--- src/sv/b64lw_pkg.sv ---
`default_nettype none

package b64lw_pkg;

  // Characters other than the alphabet
  localparam logic [7:0] CHAR_CR  = 8'h0D;
  localparam logic [7:0] CHAR_LF  = 8'h0A;
  localparam logic [7:0] CHAR_PAD = 8'h3D;

  // Line length register
  localparam int unsigned GPL_W = 6;
  localparam logic [GPL_W-1:0] GPL_RESET = 6'd15;

  // Longest run of characters one input beat can cause
  localparam int unsigned RUN_MAX = 8;
  localparam int unsigned RUN_CNT_W = $clog2(RUN_MAX + 1);
  localparam int unsigned RUN_IDX_W = $clog2(RUN_MAX);

  typedef logic [7:0] char_t;

  // Map a six-bit symbol onto the base64 alphabet
  function automatic char_t b64_char(input logic [5:0] sym);
    char_t c;
    c = 8'h2F;
    if (sym < 6'd26) begin
      c = 8'h41 + {2'b00, sym};
    end else if (sym < 6'd52) begin
      c = 8'h61 + {2'b00, sym - 6'd26};
    end else if (sym < 6'd62) begin
      c = 8'h30 + {2'b00, sym - 6'd52};
    end else if (sym == 6'd62) begin
      c = 8'h2B;
    end
    return c;
  endfunction

endpackage

`default_nettype wire

--- src/sv/base64_encoder_line_wrap_top.sv ---
// The first character of a beat's run is shown in the cycle after the beat is taken.
// Throughput: one character per cycle while out_ready_i is high; run length 0 to 8,
// set by the eight-entry run shift register draining one per accepted output beat.
// The next input beat is taken in the cycle the last character of a run is taken.
// Reset (rst_ni low, asynchronous): empty run, no held bytes, line count zero,
// groups_per_line back to 15.
`default_nettype none

module base64_encoder_line_wrap_top (
  input  wire logic       clk_i,
  input  wire logic       rst_ni,
  // input beats
  input  wire logic       in_valid_i,
  output logic            in_ready_o,
  input  wire logic [7:0] data_byte_i,
  input  wire logic       has_byte_i,
  input  wire logic       end_of_input_i,
  // output characters
  output logic            out_valid_o,
  input  wire logic       out_ready_i,
  output logic [7:0]      out_char_o,
  output logic            last_of_run_o,
  output logic            stream_done_o,
  // configuration
  input  wire logic       cfg_valid_i,
  output logic            cfg_ready_o,
  input  wire logic [b64lw_pkg::GPL_W-1:0] cfg_data_i
);

  localparam int unsigned N = b64lw_pkg::RUN_MAX;

  logic [b64lw_pkg::GPL_W-1:0]     gpl_q;
  logic [15:0]                     held_q, held_d;
  logic [1:0]                      nb_q, nb_d;
  logic [b64lw_pkg::GPL_W-1:0]     gol_q, gol_d;

  b64lw_pkg::char_t                run_q [N];
  b64lw_pkg::char_t                run_d [N];
  logic [b64lw_pkg::RUN_CNT_W-1:0] cnt_q, cnt_d;
  logic                            fin_q, fin_d;

  logic                            in_beat, out_beat;
  logic                            full_grp, pad_grp, grp, wrap;
  logic [15:0]                     held_mid;
  logic [1:0]                      nb_mid;
  logic [23:0]                     word;
  logic [b64lw_pkg::GPL_W-1:0]     gol_inc;
  logic [b64lw_pkg::RUN_IDX_W-1:0] k;
  b64lw_pkg::char_t                nrun [N];
  logic [b64lw_pkg::RUN_CNT_W-1:0] ncnt;

  assign cfg_ready_o = 1'b1;

  // Handshakes: take a new beat once the current run is drained or draining
  assign out_valid_o = (cnt_q != '0);
  assign out_beat    = out_valid_o && out_ready_i;
  assign in_ready_o  = !out_valid_o || (out_ready_i && (cnt_q == 1));
  assign in_beat     = in_valid_i && in_ready_o;

  assign out_char_o    = run_q[0];
  assign last_of_run_o = out_valid_o && (cnt_q == 1);
  assign stream_done_o = last_of_run_o && fin_q;

  // Work out the byte holding and group selection for one beat
  always_comb begin
    full_grp = has_byte_i && nb_q[1];
    held_mid = held_q;
    nb_mid   = nb_q;
    if (has_byte_i) begin
      case (nb_q)
        2'd0:    begin held_mid = {data_byte_i, 8'h00};     nb_mid = 2'd1; end
        2'd1:    begin held_mid = {held_q[15:8], data_byte_i}; nb_mid = 2'd2; end
        default: begin held_mid = 16'h0000;                 nb_mid = 2'd0; end
      endcase
    end
    pad_grp = end_of_input_i && (nb_mid != 2'd0);
    grp     = full_grp || pad_grp;
    word    = full_grp ? {held_q, data_byte_i} : {held_mid, 8'h00};
    gol_inc = gol_q + 1'b1;
    wrap    = grp && (gol_inc == gpl_q);
  end

  // Assemble the run: group, line break, closing line break
  always_comb begin
    for (int i = 0; i < N; i++) begin
      nrun[i] = b64lw_pkg::CHAR_LF;
    end
    nrun[0] = b64lw_pkg::b64_char(word[23:18]);
    nrun[1] = b64lw_pkg::b64_char(word[17:12]);
    nrun[2] = (pad_grp && nb_mid == 2'd1) ? b64lw_pkg::CHAR_PAD
                                          : b64lw_pkg::b64_char(word[11:6]);
    nrun[3] = pad_grp ? b64lw_pkg::CHAR_PAD : b64lw_pkg::b64_char(word[5:0]);
    k = '0;
    if (grp) begin
      k = b64lw_pkg::RUN_IDX_W'(4);
    end
    if (wrap) begin
      nrun[4] = b64lw_pkg::CHAR_CR;
      nrun[5] = b64lw_pkg::CHAR_LF;
      k = b64lw_pkg::RUN_IDX_W'(6);
    end
    if (end_of_input_i) begin
      nrun[k]      = b64lw_pkg::CHAR_CR;
      nrun[k + 1'b1] = b64lw_pkg::CHAR_LF;
    end
    ncnt = b64lw_pkg::RUN_CNT_W'({grp, 2'b00})
         + b64lw_pkg::RUN_CNT_W'({wrap, 1'b0})
         + b64lw_pkg::RUN_CNT_W'({end_of_input_i, 1'b0});
  end

  // Next state: load a fresh run on an input beat, else shift on an output beat
  always_comb begin
    held_d = held_q;
    nb_d   = nb_q;
    gol_d  = gol_q;
    run_d  = run_q;
    cnt_d  = cnt_q;
    fin_d  = fin_q;
    if (out_beat) begin
      for (int i = 0; i < N - 1; i++) begin
        run_d[i] = run_q[i + 1];
      end
      cnt_d = cnt_q - 1'b1;
    end
    if (in_beat) begin
      run_d = nrun;
      cnt_d = ncnt;
      fin_d = end_of_input_i;
      if (end_of_input_i) begin
        held_d = 16'h0000;
        nb_d   = 2'd0;
        gol_d  = '0;
      end else begin
        held_d = held_mid;
        nb_d   = nb_mid;
        if (grp) begin
          gol_d = wrap ? '0 : gol_inc;
        end
      end
    end
  end

  // Hold control state and the line register
  always_ff @(posedge clk_i or negedge rst_ni) begin
    if (!rst_ni) begin
      gpl_q  <= b64lw_pkg::GPL_RESET;
      held_q <= 16'h0000;
      nb_q   <= 2'd0;
      gol_q  <= '0;
      cnt_q  <= '0;
      fin_q  <= 1'b0;
    end else begin
      if (cfg_valid_i && cfg_ready_o) begin
        gpl_q <= cfg_data_i;
      end
      held_q <= held_d;
      nb_q   <= nb_d;
      gol_q  <= gol_d;
      cnt_q  <= cnt_d;
      fin_q  <= fin_d;
    end
  end

  // Run characters are payload: no reset
  always_ff @(posedge clk_i) begin
    run_q <= run_d;
  end

endmodule

`default_nettype wire

--- config.mk ---
export PLATFORM = sky130hd
export DESIGN_NAME = base64_encoder_line_wrap_top
export DESIGN_NICKNAME = d
export VERILOG_FILES = /design/src/sv/b64lw_pkg.sv /design/src/sv/base64_encoder_line_wrap_top.sv
export SDC_FILE = /design/constraint.sdc
export NUM_CORES = 1
export LEC_CHECK = 0
export BUFFER_PORTS_ARGS = -buffer_cell sky130_fd_sc_hd__buf_2
export CORE_MARGIN = 2
export CORE_UTILIZATION = 46
export CTS_BUF_LIST = sky130_fd_sc_hd__clkbuf_8 sky130_fd_sc_hd__clkbuf_16
export CTS_CLUSTER_DIAMETER = 30
export DETAILED_ROUTE_END_ITERATION = 10
export PLACE_DENSITY = 0.63
export SLEW_MARGIN = 20
export SYNTH_ARGS = -nofsm -noshare
export SYNTH_HDL_FRONTEND = slang
export SYNTH_SLANG_ARGS = --single-unit
--- constraint.sdc ---
create_clock -name clk_i -period 6.4 [get_ports clk_i]
set_input_delay 0.64 -clock clk_i [delete_from_list [all_inputs] [get_ports clk_i]]
set_output_delay 0.64 -clock clk_i [all_outputs]
set_load 0.03 [all_outputs]
# [After elaboration in Yosys (flattened, before gate mapping)]
# Index checks and enable logic that the tools add are counted.
[totals] romBits=0 latchBits=0 ramBits=0 mem_count=0 ff_bits=99
[classes] muxes=40 bitwise=8 n_div=0 n_lt_le_gt_ge=16 n_reduce_logical=20 n_addsub=25 n_eq_ne=8 n_shift=0 n_mul=0
[op_table] operator="two-way mux 64 bit" count=2
[op_table] operator="two-way mux 8 bit" count=12
[op_table] operator="adder 7 x 6 -> 8 bit (first input constant)" count=8
[op_table] operator="two-way mux 56 bit" count=1
[op_table] operator="AND 48 bit" count=1
[op_table] operator="demux 8 bit (select 3 bit)" count=2
[op_table] operator="< comparator 6 bit (second input constant)" count=8
[op_table] operator="inverter 48 bit" count=1
[op_table] operator="AND 40 bit" count=1
[op_table] operator="inverter 40 bit" count=1
[op_table] operator="two-way mux 16 bit" count=2
[op_table] operator="one-hot mux 16 bit (2 select lines)" count=1
[op_table] operator="adder 6 x 6 -> 7 bit (first input constant)" count=4
[op_table] operator="two-way mux 7 bit" count=4
[op_table] operator="equality test 6 bit (second input constant)" count=4
[op_table] operator="< comparator 6 x 5 -> 1 bit (second input constant)" count=4
[op_table] operator="two-way mux 24 bit" count=1
[op_table] operator="OR 24 bit" count=1
[op_table] operator="subtractor 6 x 5 -> 6 bit (second input constant)" count=4
[op_table] operator="subtractor 6 bit (second input constant)" count=4
[op_table] operator="two-way mux 3 bit" count=6
[op_table] operator="two-way mux 6 bit" count=3
[op_table] operator="OR 16 bit" count=1
[op_table] operator="logical AND 1 bit" count=11
[op_table] operator="other kinds (21)" count=30

# [Longest topological paths before layout]
# Gate-level depths: netlist (run 1).
[depth] ltp_word=18 depth_mapped=14 ltp_nobuf=11

# [Least setup slack after synthesis (run 1)]
# OpenSTA, ideal clock, no wires.
[synth_path] kind="input-to-reg" start="input has_byte_i" end="register run_q[37] (netlist name), data pin" setup_slack_ns=3.265 arrival_ns=2.876 stages=11 t_required_ns=6.141 cell_sequence="buf_6 and2_0 clkbuf_1 clkbuf_1 nand2_1 ha_1 or3_1 clkbuf_1 a21oi_1 a221oi_1 o31a_1"
[synth_via] elab_chain_cells=16
[synth_lines] item="start, declared" line="base64_encoder_line_wrap_top.sv:16" text="input wire logic has_byte_i,"
[synth_lines] item="two-way mux 2 bit" line="base64_encoder_line_wrap_top.sv:69" text="if (has_byte_i) begin"
[synth_lines] item="nonzero test 2 bit" line="base64_encoder_line_wrap_top.sv:76" text="pad_grp = end_of_input_i && (nb_mid != 2'd0);"
[synth_lines] item="logical AND 1 bit" line="base64_encoder_line_wrap_top.sv:76"
[synth_lines] item="logical OR 1 bit" line="base64_encoder_line_wrap_top.sv:77" text="grp = full_grp || pad_grp;"
[synth_lines] item="two-way mux 3 bit or logical AND 1 bit (tied branches)" line="base64_encoder_line_wrap_top.sv:94, base64_encoder_line_wrap_top.sv:80"
[synth_lines] item="two-way mux 3 bit" line="base64_encoder_line_wrap_top.sv:97" text="if (wrap) begin"
[synth_lines] item="adder 3 x 1 -> 3 bit or inverter 3 -> 4 bit (tied branches)" line="base64_encoder_line_wrap_top.sv:104, base64_encoder_line_wrap_top.sv:103"
[synth_lines] item="inverter 3 -> 4 bit (implied by the code), or another cell as far along" line="base64_encoder_line_wrap_top.sv:104" text="nrun[k + 1'b1] = b64lw_pkg::CHAR_LF;"
[synth_lines] item=">= comparator 4 bit (implied by the code), or another cell as far along" line="base64_encoder_line_wrap_top.sv:104"
[synth_lines] item="logical AND 1 bit (implied by the code) or two-way mux 8 bit (tied branches)" line="base64_encoder_line_wrap_top.sv:104, base64_encoder_line_wrap_top.sv:103"
[synth_lines] item="two-way mux 8 bit (implied by the code) or demux 8 bit (select 3 bit) (tied branches)" line="base64_encoder_line_wrap_top.sv:104, base64_encoder_line_wrap_top.sv:103"
[synth_lines] item="demux 8 bit (select 3 bit) or inverter 40 bit (tied branches)"
[synth_lines] item="inverter 48 bit (no line) or AND 40 bit (tied branches)"
[synth_lines] item="AND 48 bit (no line)"
[synth_lines] item="two-way mux 64 bit (*)" line="base64_encoder_line_wrap_top.sv:102" text="if (end_of_input_i) begin"
[synth_lines] item="two-way mux 64 bit (*)" line="base64_encoder_line_wrap_top.sv:125" text="if (in_beat) begin"
[synth_lines] item="end signal, assigned" line="base64_encoder_line_wrap_top.sv:166" text="run_q <= run_d;"
[synth_lines] item="end, declared" line="base64_encoder_line_wrap_top.sv:37" text="b64lw_pkg::char_t run_q [N];"
# Mark *: on every way between the ends. The rest lies on a longest branch, timed or not.
# A chain may end at the register's enable or synchronous reset.

==> results of run 1 <==
-- synth_stat cells (5+ instances only) --
cell       instances
xor2_1            24
mux2_2            10
mux2i_1           11
o211ai_1           6
nor2_1            37
nand2b_1           9
ha_1              38
o31ai_1            5
inv_1             28
a22oi_1            8
clkbuf_1          24
nand3_1           14
a31oi_1            8
a21oi_1           35
dfrtp_1           31
a2bb2oi_1          6
nand2_1           79
o22ai_1            9
nor2b_1            6
and3_1             5
nor3_1            14
xnor2_1           22
buf_4             10
a22o_1             5
o21ai_0           40
edfxtp_1          38
o22a_1             6
-- cell type report --
cell class | instances | area (um2) | share of cell area
tap | 147 | 184 | 0.0299
clock inverter | 7 | 88.8 | 0.0145
multi-input combinational | 480 | 3320 | 0.541
clock buffer | 9 | 225 | 0.0367
sequential | 73 | 2020 | 0.329
inverter | 31 | 116 | 0.0189
timing repair buffer | 35 | 183 | 0.0297
-- registers in the layout, indices dropped and copies added, names as in the netlist --
name / flops
cnt_q: 4
fin_q: 1
gol_q: 6
gpl_q: 6
held_q: 16
nb_q: 2
out_char_o: 8
run_q: 30
-- stage by stage --
| stage | instances | util | setup WS, ps |
|---|---|---|---|
| finish | 782 | 0.511 | 2710 |
| global route | 782 | 0.511 | 2450 |
| CTS | 782 | 0.511 | 2720 |
| detailed placement | 766 | 0.485 | 2360 |
| global placement | 766 | 0.485 | 2400 |
| floorplan | 626 | - | 3270 |
-- cell families (layout without fill, tap and decap cells) --
family,Yosys count,after routing,synth area share
compound gates,170,170,0.203
mux,26,26,0.0517
flops,73,73,0.356
xor+xnor,47,47,0.0738
simple gates,198,198,0.172
buf+inv,73,82,0.0594
other cells,1,1,0.000660
fa+ha+maj,38,38,0.0837
-- worst max path at each step --
stage | from | end | slack (ps) | cells after the start
3_5_place_dp | has_byte_i | out_char_o[2]$_DFFE_PP_ | 2360 | 8
2_1_floorplan | has_byte_i | run_q[37]$_SDFFCE_PN0P_ | 3270 | 11
4_1_cts | has_byte_i | out_char_o[2]$_DFFE_PP_ | 2720 | 8
5_1_grt | has_byte_i | out_char_o[2]$_DFFE_PP_ | 2450 | 8
3_3_place_gp | has_byte_i | out_char_o[2]$_DFFE_PP_ | 2400 | 8
6_report | has_byte_i | out_char_o[2]$_DFFE_PP_ | 2710 | 8
-- per-layer routing --
layer  up-vias  track usage  routed length [um]
li1       2278            -                   -
met1      2267        0.275                6190
met2       116        0.402                7220
met3        23       0.0490                 642
met4         0       0.0867                 320
met5         -            0                   0
-- power groups by stage --
stage          clock (W)  combinational (W)  sequential [W]
2_1_floorplan          0            0.00106        0.000689
3_3_place_gp           0            0.00129        0.000728
3_5_place_dp           0            0.00130        0.000729
4_1_cts         0.000540            0.00130        0.000721
5_1_grt         0.000557            0.00146        0.000737
6_report        0.000528            0.00131        0.000723
==> metrics.md, run 1 <==
| Metric | Value |
|---|---|
| Sw frac | `0.427` |
| Core area | `0.0120 mm2` |
| Critical path type | `in -> reg` |
| CTS Buf Count | `9` |
| Syn nets | `685` |
| CP endpoint kind | `register` |
| Most common cell after layout, fill and taps aside | `nand2_1` |
| Fin crit share | `0.577` |
| Ys Warns | `0` |
| Global-route usage over all layers | `0.229` |
| Primary FF master, synth | `edfxtp_1` |
| VDD IR max | `0.165 mV` |
| CTS tree | `yes` |
| Biggest area consumer among synthesized cells | `edfxtp_1` |
| Share of cells above drive strength 1 | `0.129` |
| Reg2Reg Launch Point | `nb_q[0]$_DFFE_PN0P_` |
| Worst skew pair latency | `340 ps` |
| Cell Chain, Critical Path | `buf_2 > nor3b_4 > mux2i_1 > ha_1 > nor4bb_1 > nor2_1 > o311ai_0 > a21oi_1` |
| Starting Density | `0.473` |
| Clk network pwr share | `0.206` |
| Synth Instances | `626` |
| Slew HR | `0.431` |
| Yosys cell types | `74` |
| Routed wire length | `14,400 um` |
| Max-cap violation count | `0` |
| Top delay family on crit path | `simple AND/OR/NAND/NOR gates` |
| Post-CTS Setup Inserts | `0` |
| Hold WC Path Type | `in -> async` |
| Root buffer cell | `clkbuf_16` |
| Internal power | `0.00147 W` |
| RD Place Congestion | `0.923` |
| Final layout net count | `689` |
| WP data arrival | `3770 ps` |
| Syn avg cell area | `9.08 um2` |
| Sequential fraction of design power | `0.282` |
| Least-Margin Pin Slew | `853 ps` |
| Diode count | `0` |
| Design area | `0.00614 mm2` |
| Yosys top cell area share | `0.201` |
| Depth of the worst register-to-register path | `7` |
| P per Cell Area | `417 mW/mm2` |
| Number of top-level pins | `34` |
| Final hold vios | `0` |
| Post-placement cell area | `0.00583 mm2` |
| Number of fill cells in the layout | `1,112` |
| Post-Syn Area | `0.00568 mm2` |
| Post-synthesis register bit count | `73` |
| Largest net degree at the start of global routing | `44` |
| Ys async rst share | `0.479` |
| I/O Buffers | `32` |
| Crit Path Max Fanout | `28` |
| Sequential fraction of the synthesis area | `0.356` |
| First-pass GRT wire length | `23,500 um` |
| Slew Limit Fails | `0` |
| Hold_buf cts | `0` |
| Final hold slack | `411 ps` |
| Reg-to-reg setup timing slack | `2760 ps` |
| Std cell rows | `40` |
| Die area | `0.0133 mm2` |
| Starting DRC count in detailed routing | `279` |
| Outcome | `finished clean` |
| Antenna-violating nets left | `0` |
| Combinational share of power | `0.512` |
| DR WL/cell | `18.4 um` |
| Die span in x | `115 um` |
| Clock Skew | `7.36 ps` |
| CP Data Required Time | `6470 ps` |
| CP startpoint kind | `primary input` |
| Clock buffer depth | `2` |
| Setup TNS | `0 ps` |
| Ranking of synthesized cells by area | `edfxtp_1 (20%), dfrtp_1 (14%), ha_1 (8.4%)` |
| Switching Power | `0.00109 W` |
| Drt first pass iters | `4` |
| RSZ-0062 raised after global routing | `no` |
| Slowest CP cell | `nor3b_4` |
| Final setup viols | `0` |
| Post-CTS Resized | `0` |
| Vias in the first global route | `4,632` |
| Period minus WS final | `3690 ps` |
| Fmax | `271 MHz` |
| Post-synth EDFFs | `38` |
| FF-to-FF End | `out_char_o[2]$_DFFE_PP_` |
| Post-detail-place hpwl | `10,500 um` |
| Most frequent cells in the layout | `nand2_1 (79), o21ai_0 (39), ha_1 (38), edfxtp_1 (38), nor2_1 (37)` |
| Vias per cell | `5.99` |
| Clock sinks | `73` |
| Area Overhead vs Synth | `8.08%` |
| Die H | `115 um` |
| Grt total ovfl | `0` |
| H-tree lvl count | `3` |
| CP bufs+invs | `1` |
| CP max stage delay | `750 ps` |
| Design Power | `0.00256 W` |
| CTS clk-pin slew, worst paths | `60 ps` |
| Residual DRC count | `0` |
| Leak | `2.58 nW` |
| DR vias | `4,684` |
| Initial antenna violation count | `0` |
Note: power is estimated with default switching activity, not from simulation.
==> run 2, diff against run 1 <==
ABC_AREA = 1   (was unset)
PLACE_DENSITY = 0.65   (was 0.63)
clock period = 3 ns   (was 6.4 ns; I/O delays follow)
==> run 2 against run 1 <==
Final cell count rose by 25%. Synthesized cell count up 24%. Via count rose by 10%. Die area rose by 4.2%. Non-clock buffer count grew 3. Largest cell class unchanged. Core utilization increased by 0.53 points. Combinational power increased by 79%. First-iteration DRC count rose by 19%. Power rose by 95%. Critical path depth up 5.
==> metrics.md, run 2 <==
| Metric | Value |
|---|---|
| Die H | `118 um` |
| Std cell rows | `41` |
| Worst path most repeated cell | `nand2_1` |
| Ys async rst share | `0.479` |
| Synth Area in Simple Gates | `0.300` |
| Slew HR | `0.457` |
| Final hold slack | `40.7 ps` |
| Sequential fraction of the synthesis area | `0.341` |
| Most common cell after layout, fill and taps aside | `nand2_1` |
| DR WL/cell | `14.6 um` |
| RD Place Congestion | `0.960` |
| DR vias | `5,162` |
| Final hold vios | `0` |
| Number of top-level pins | `34` |
| CTS tree | `yes` |
| Global-route usage over all layers | `0.216` |
| Area Overhead vs Synth | `9.89%` |
| Post-synthesis register bit count | `73` |
| Residual DRC count | `0` |
| WP data arrival | `2650 ps` |
| VDD IR max | `0.418 mV` |
| Yosys top cell area share | `0.192` |
| Antenna-violating nets left | `0` |
| Adder-cell share of the synthesized area | `0.0801` |
| Synth top cells by count | `nand2_1 (204), inv_1 (80), nand3_1 (53), o21ai_0 (51), nor2_1 (48)` |
| Root buffer cell | `clkbuf_16` |
| Core area | `0.0126 mm2` |
| Vias per cell | `5.28` |
| Setup TNS | `0 ps` |
| I/O Buffers | `32` |
| Synth Instances | `775` |
| CTS Buf Count | `9` |
| Initial antenna violation count | `0` |
| Hold_buf cts | `0` |
| Least-Margin Pin Slew | `815 ps` |
| Worst skew pair latency | `350 ps` |
| Crit Path Max Fanout | `19` |
| Slowest CP cell | `dfrtp_1` |
| Grt total ovfl | `0` |
| P per Cell Area | `769 mW/mm2` |
| Post-CTS Resized | `0` |
| Primary FF master, synth | `edfxtp_1` |
| Clock Skew | `8.49 ps` |
| Area fraction in compound gates after synthesis | `0.134` |
| Worst slack, placed | `300 ps` |
| Design area | `0.00652 mm2` |
| Die area | `0.0138 mm2` |
| Share of cells above drive strength 1 | `0.177` |
| Post-detail-place hpwl | `10,800 um` |
| Syn nets | `834` |
| Most frequent cells in the layout | `nand2_1 (204), inv_1 (81), nand3_1 (53)` |
| RSZ-0062 raised after global routing | `no` |
| Post-synth EDFFs | `38` |
| Post-CTS Setup Inserts | `0` |
| CP startpoint kind | `register` |
| Final worst slack | `442 ps` |
| Syn avg cell area | `7.66 um2` |
| Routed wire length | `14,300 um` |
| Final setup viols | `0` |
| CP endpoint kind | `register` |
| Core Util, Final | `0.517` |
| Clock buffer depth | `2` |
| Vias in the first global route | `5,025` |
| CTS clk-pin slew, worst paths | `60 ps` |
| Fin crit share | `0.853` |
| Hold WC Path Type | `in -> async` |
| Ranking of synthesized cells by area | `edfxtp_1 (19%), dfrtp_1 (13%), nand2_1 (13%)` |
| Number of fill cells in the layout | `1,233` |
| Multi-input combinational cell area | `0.00340 mm2` |
| Starting Density | `0.470` |
| Xor/xnor share of the synthesized area | `0.0485` |
| Fmax | `391 MHz` |
| Outcome | `finished clean` |
| Most common cell in the synthesized netlist | `nand2_1` |
| H-tree lvl count | `3` |
| Diode count | `0` |
| Clock sinks | `73` |
| First-pass GRT wire length | `24,000 um` |
| Largest reg by FF count | `run_q` |
| Period minus WS final | `2560 ps` |
| Starting DRC count in detailed routing | `332` |
| Largest net degree at the start of global routing | `39` |
| Die span in x | `118 um` |
| Drt first pass iters | `5` |
| Yosys cell types | `54` |
| Post-placement cell area | `0.00624 mm2` |
| Largest family of logic cells by synthesized area | `simple AND/OR/NAND/NOR gates` |
| Post-Syn Area | `0.00593 mm2` |
| Slew Limit Fails | `0` |
| Max FFs per register | `30` |
| CP Data Required Time | `3090 ps` |
| Cell Chain, Critical Path | `nand2_4 > inv_2 > nand2_1 > nand3_4 > inv_2 > ha_1 > inv_1 > o211ai_1 > nand2_1 > o21ai_0 > nand2_1 > nand3_1 > a21oi_1` |
| Mux share of post-synthesis cell area | `0.00759` |
| Biggest area consumer among synthesized cells | `edfxtp_1` |
| Max-cap violation count | `0` |
| Final layout net count | `860` |
| CP max stage delay | `440 ps` |
| Ys Warns | `0` |
| Register area | `0.00202 mm2` |
| Critical path type | `reg -> reg` |
| Leak | `3.12 nW` |
## run 2: changes by cell type in the layout (fill, tap and decap cells not counted), sizes merged, moves of 7 or more
cell    change
a21oi       -8
a22oi       -7
inv        +71
mux2        -8
mux2i      -14
nand2     +143
nand2b      -9
nand3      +47
nor2       +25
nor3        -9
o21ai      +31
o22ai       -8
xnor2      -14
## run 2: kinds of logic (layout without fill, tap and decap cells)
family | count (synthesis) | in the layout
muxes | 4 | 4
other | 1 | 1
and+or+nand+nor | 372 | 372
adders and majority gates | 38 | 38
AOI/OAI and AO/OA | 130 | 130
buffers and inverters | 125 | 156
DFF | 73 | 73
xor gates and xnor gates | 32 | 32
## run 2: per-stage QoR
stage / instances / total power [W]
4_1_cts: 978 / 0.00504
5_1_grt: 978 / 0.00541
6_report: 978 / 0.00501
3_3_place_gp: 962 / 0.00396
3_5_place_dp: 962 / 0.00400
2_1_floorplan: 775 / 0.00346
## run 2: area by class of cell
class / count / share of cell area
Clock inverter: 6 / 0.00633
Inverter: 102 / 0.0587
Sequential cell: 73 / 0.310
Multi-Input combinational cell: 577 / 0.522
Tap cell: 172 / 0.0330
Clock buffer: 10 / 0.0367
Timing Repair Buffer: 38 / 0.0334
## run 2: where the power goes
part / internal (W) / switching, W
logic: 0.000767 / 0.00159
clock network: 0.000583 / 0.000431
registers: 0.00148 / 0.000165
total: 0.00283 / 0.00218
## run 2: layer usage
layer	track usage	wire length, um	part of all wire	vias up
met5	0	0	0	-
met4	0.0678	279	0.020	0
li1	-	-	-	2588
met1	0.277	6480	0.45	2392
met3	0.0489	694	0.049	28
met2	0.361	6850	0.48	154
## run 2: critical path: cells and delay by family (launching register included)
kind                     cells  cell delay [ps]
adder cells (fa/ha/maj)      1              150
AO/OA/AOI/OAI                3              490
buffers and inverters        3              350
flip-flops                   1              440
AND/OR/NAND/NOR              6              870
## run 2: final timing paths
kind | start | end | slack [ps] | depth (start not counted)
max | nb_q[1]$_DFFE_PN0P_ | run_q[45]$_DFFE_PP_ | 440 | 13
min | rst_ni | gpl_q[4]$_DFFE_PN0P_ | 40 | 1
max reg2reg | nb_q[1]$_DFFE_PN0P_ | run_q[45]$_DFFE_PP_ | 440 | 13
min reg2reg | gol_q[5]$_DFFE_PN0P_ | gol_q[5]$_DFFE_PN0P_ | 510 | 2
max in group asynchronous | rst_ni | held_q[4]$_DFFE_PN0P_ | 2430 | 1
min in group clk_i | cfg_data_i[5] | gpl_q[5]$_DFFE_PN0P_ | 160 | 3
==> run 3, diff against run 2 <==
CORE_UTILIZATION = 50   (was 46)
PLACE_DENSITY = 0.7   (was 0.65)
==> run 3 against run 2 <==
The run now ends with DRC left. Sequential cell count is the same. Sequential share of layout area is essentially flat. Critical path depth grew 1. Combinational power is essentially flat. Sequential power is essentially flat. Core utilization grew 4.9 points. Die area shrank 7.7%. Via count grew 1.5%. Final area shrank 0.13%. Largest power group unchanged.
==> metrics.md, run 3 (synthesized netlist as in run 2, its figures left out) <==
| Metric | Value |
|---|---|
| Slew HR | `0.452` |
| Die span in x | `113 um` |
| CP startpoint kind | `register` |
| Placed insts | `933` |
| Internal power | `0.00291 W` |
| CTS Buf Count | `9` |
| Routed wire length | `14,100 um` |
| Share of cells above drive strength 1 | `0.179` |
| Residual DRC count | `3` |
| DR vias | `5,239` |
| VDD IR max | `0.377 mV` |
| Reg2Reg Launch Point | `nb_q[1]$_DFFE_PN0P_` |
| Combinational share of power | `0.459` |
| Largest reg by FF count | `run_q` |
| Final layout net count | `860` |
| Die area | `0.0128 mm2` |
| Root buffer cell | `clkbuf_16` |
| Clk network pwr share | `0.220` |
| Diode count | `0` |
| Antenna-violating nets left | `0` |
| Sequential fraction of design power | `0.321` |
| Starting DRC count in detailed routing | `375` |
| Violated checks | `DRC` |
| FF-to-FF End | `run_q[44]$_DFFE_PP_` |
| Final setup viols | `0` |
| P per Cell Area | `785 mW/mm2` |
| Post-CTS Setup Inserts | `0` |
| Std cell rows | `39` |
| Hold WC Path Type | `in -> async` |
| Hold_buf cts | `0` |
| Outcome | `finished, violations left` |
| Slew Limit Fails | `0` |
| Max-cap violation count | `0` |
| Leak | `3.13 nW` |
| Most frequent cells in the layout | `nand2_1 (204), inv_1 (80), nand3_1 (53)` |
| Period minus WS final | `2550 ps` |
| Vias per cell | `5.52` |
| Finished Layout Cells | `949` |
| Largest net degree at the start of global routing | `39` |
| Fmax | `393 MHz` |
| WP data arrival | `2720 ps` |
| Post-detail-place hpwl | `10,700 um` |
| Post-CTS Resized | `0` |
| Initial antenna violation count | `0` |
| Most common cell after layout, fill and taps aside | `nand2_1` |
| Fin crit share | `0.849` |
| Clock Skew | `6.96 ps` |
| Reg-to-reg setup timing slack | `450 ps` |
| CTS tree | `yes` |
| CP endpoint kind | `register` |
| Critical path type | `reg -> reg` |
| Least-Margin Pin Slew | `822 ps` |
| DR WL/cell | `14.9 um` |
| Final hold vios | `0` |
| Max FFs per register | `30` |
| Grt total ovfl | `0` |
| Setup TNS | `0 ps` |
| Clock buffer depth | `2` |
| Worst skew pair latency | `340 ps` |
| Number of top-level pins | `34` |
| Core Util, Final | `0.565` |
| CTS clk-pin slew, worst paths | `70 ps` |
| Crit Path Max Fanout | `19` |
| RD Place Congestion | `0.925` |
| Core area | `0.0115 mm2` |
| Vias in the first global route | `4,997` |
| Sw frac | `0.432` |
| Die H | `113 um` |
| Starting Density | `0.515` |
| CP Data Required Time | `3170 ps` |
| I/O Buffers | `32` |
| Depth of the worst register-to-register path | `14` |
| Post-placement cell area | `0.00620 mm2` |
| Global-route usage over all layers | `0.230` |
| RSZ-0062 raised after global routing | `no` |
| First-pass GRT wire length | `23,500 um` |
| Switching Power | `0.00221 W` |
| Clock sinks | `73` |
| Area Overhead vs Synth | `9.74%` |
| Design area | `0.00651 mm2` |
| Drt first pass iters | `8` |
| H-tree lvl count | `3` |
## run 3: changes by cell type in the layout (fill, tap and decap cells not counted)
cell / previous run / this run
clkinv_2: 1 / 0
bufinv_16: 0 / 1
inv_6: 1 / 4
clkbuf_8: 1 / 0
inv_1: 81 / 80
clkinv_4: 2 / 0
inv_8: 0 / 1
## run 3: through the flow
step | setup slack (ps) | total power (W) | hold WS [ps]
3_3_place_gp | 407 | 0.00394 | 447
6_report | 453 | 0.00511 | 54.8
3_5_place_dp | 317 | 0.00398 | 445
5_1_grt | 240 | 0.00548 | 107
4_1_cts | 482 | 0.00513 | 67.3
2_1_floorplan | 268 | 0.00346 | 4.41
## run 3: worst max path at each step
stage,start,to,slack (ps),cells past startpoint
2_1_floorplan,cnt_q[0]$_DFFE_PN0P_,cnt_q[2]$_DFFE_PN0P_,270,6
3_3_place_gp,has_byte_i,run_q[52]$_DFFE_PP_,410,16
3_5_place_dp,has_byte_i,run_q[37]$_SDFFCE_PN0P_,320,12
4_1_cts,nb_q[1]$_DFFE_PN0P_,run_q[44]$_DFFE_PP_,480,14
5_1_grt,nb_q[1]$_DFFE_PN0P_,run_q[36]$_SDFFCE_PN0P_,240,12
6_report,nb_q[1]$_DFFE_PN0P_,run_q[44]$_DFFE_PP_,450,14
## run 3: worst max-delay path, cell delays in order, from the launching register on
cell,delay (ps)
dfrtp_1,440
nand2_4,310
inv_2,170
nand2_1,140
nand3_4,140
inv_2,120
ha_1,140
inv_1,60
o21ai_2,140
nand2_2,90
nand2_2,120
inv_2,80
a21oi_1,130
nand3_1,100
a21oi_1,190
## run 3: per-layer routing
layer	vias to the layer above	wire length, um	track usage
met2	161	6730	0.392
met5	-	0	0
met4	0	312	0.0797
met1	2449	6300	0.293
met3	26	765	0.0461
li1	2603	-	-
## run 3: power by group through the flow
stage / clock network, W / registers [W] / logic (W)
final: 0.00112 / 0.00164 / 0.00235
after global routing: 0.00118 / 0.00168 / 0.00262
after CTS: 0.00115 / 0.00164 / 0.00234
after detailed placement: 0 / 0.00166 / 0.00233
after global placement: 0 / 0.00164 / 0.00229
after floorplan: 0 / 0.00162 / 0.00184
## run 3: layout make-up
cell class | count | area [um2]
tap | 143 | 179
timing repair buffer | 38 | 218
inverter | 102 | 383
clock inverter | 7 | 82.6
fill | 1099 | 5000
multi-input combinational | 577 | 3400
sequential | 73 | 2020
clock buffer | 9 | 225
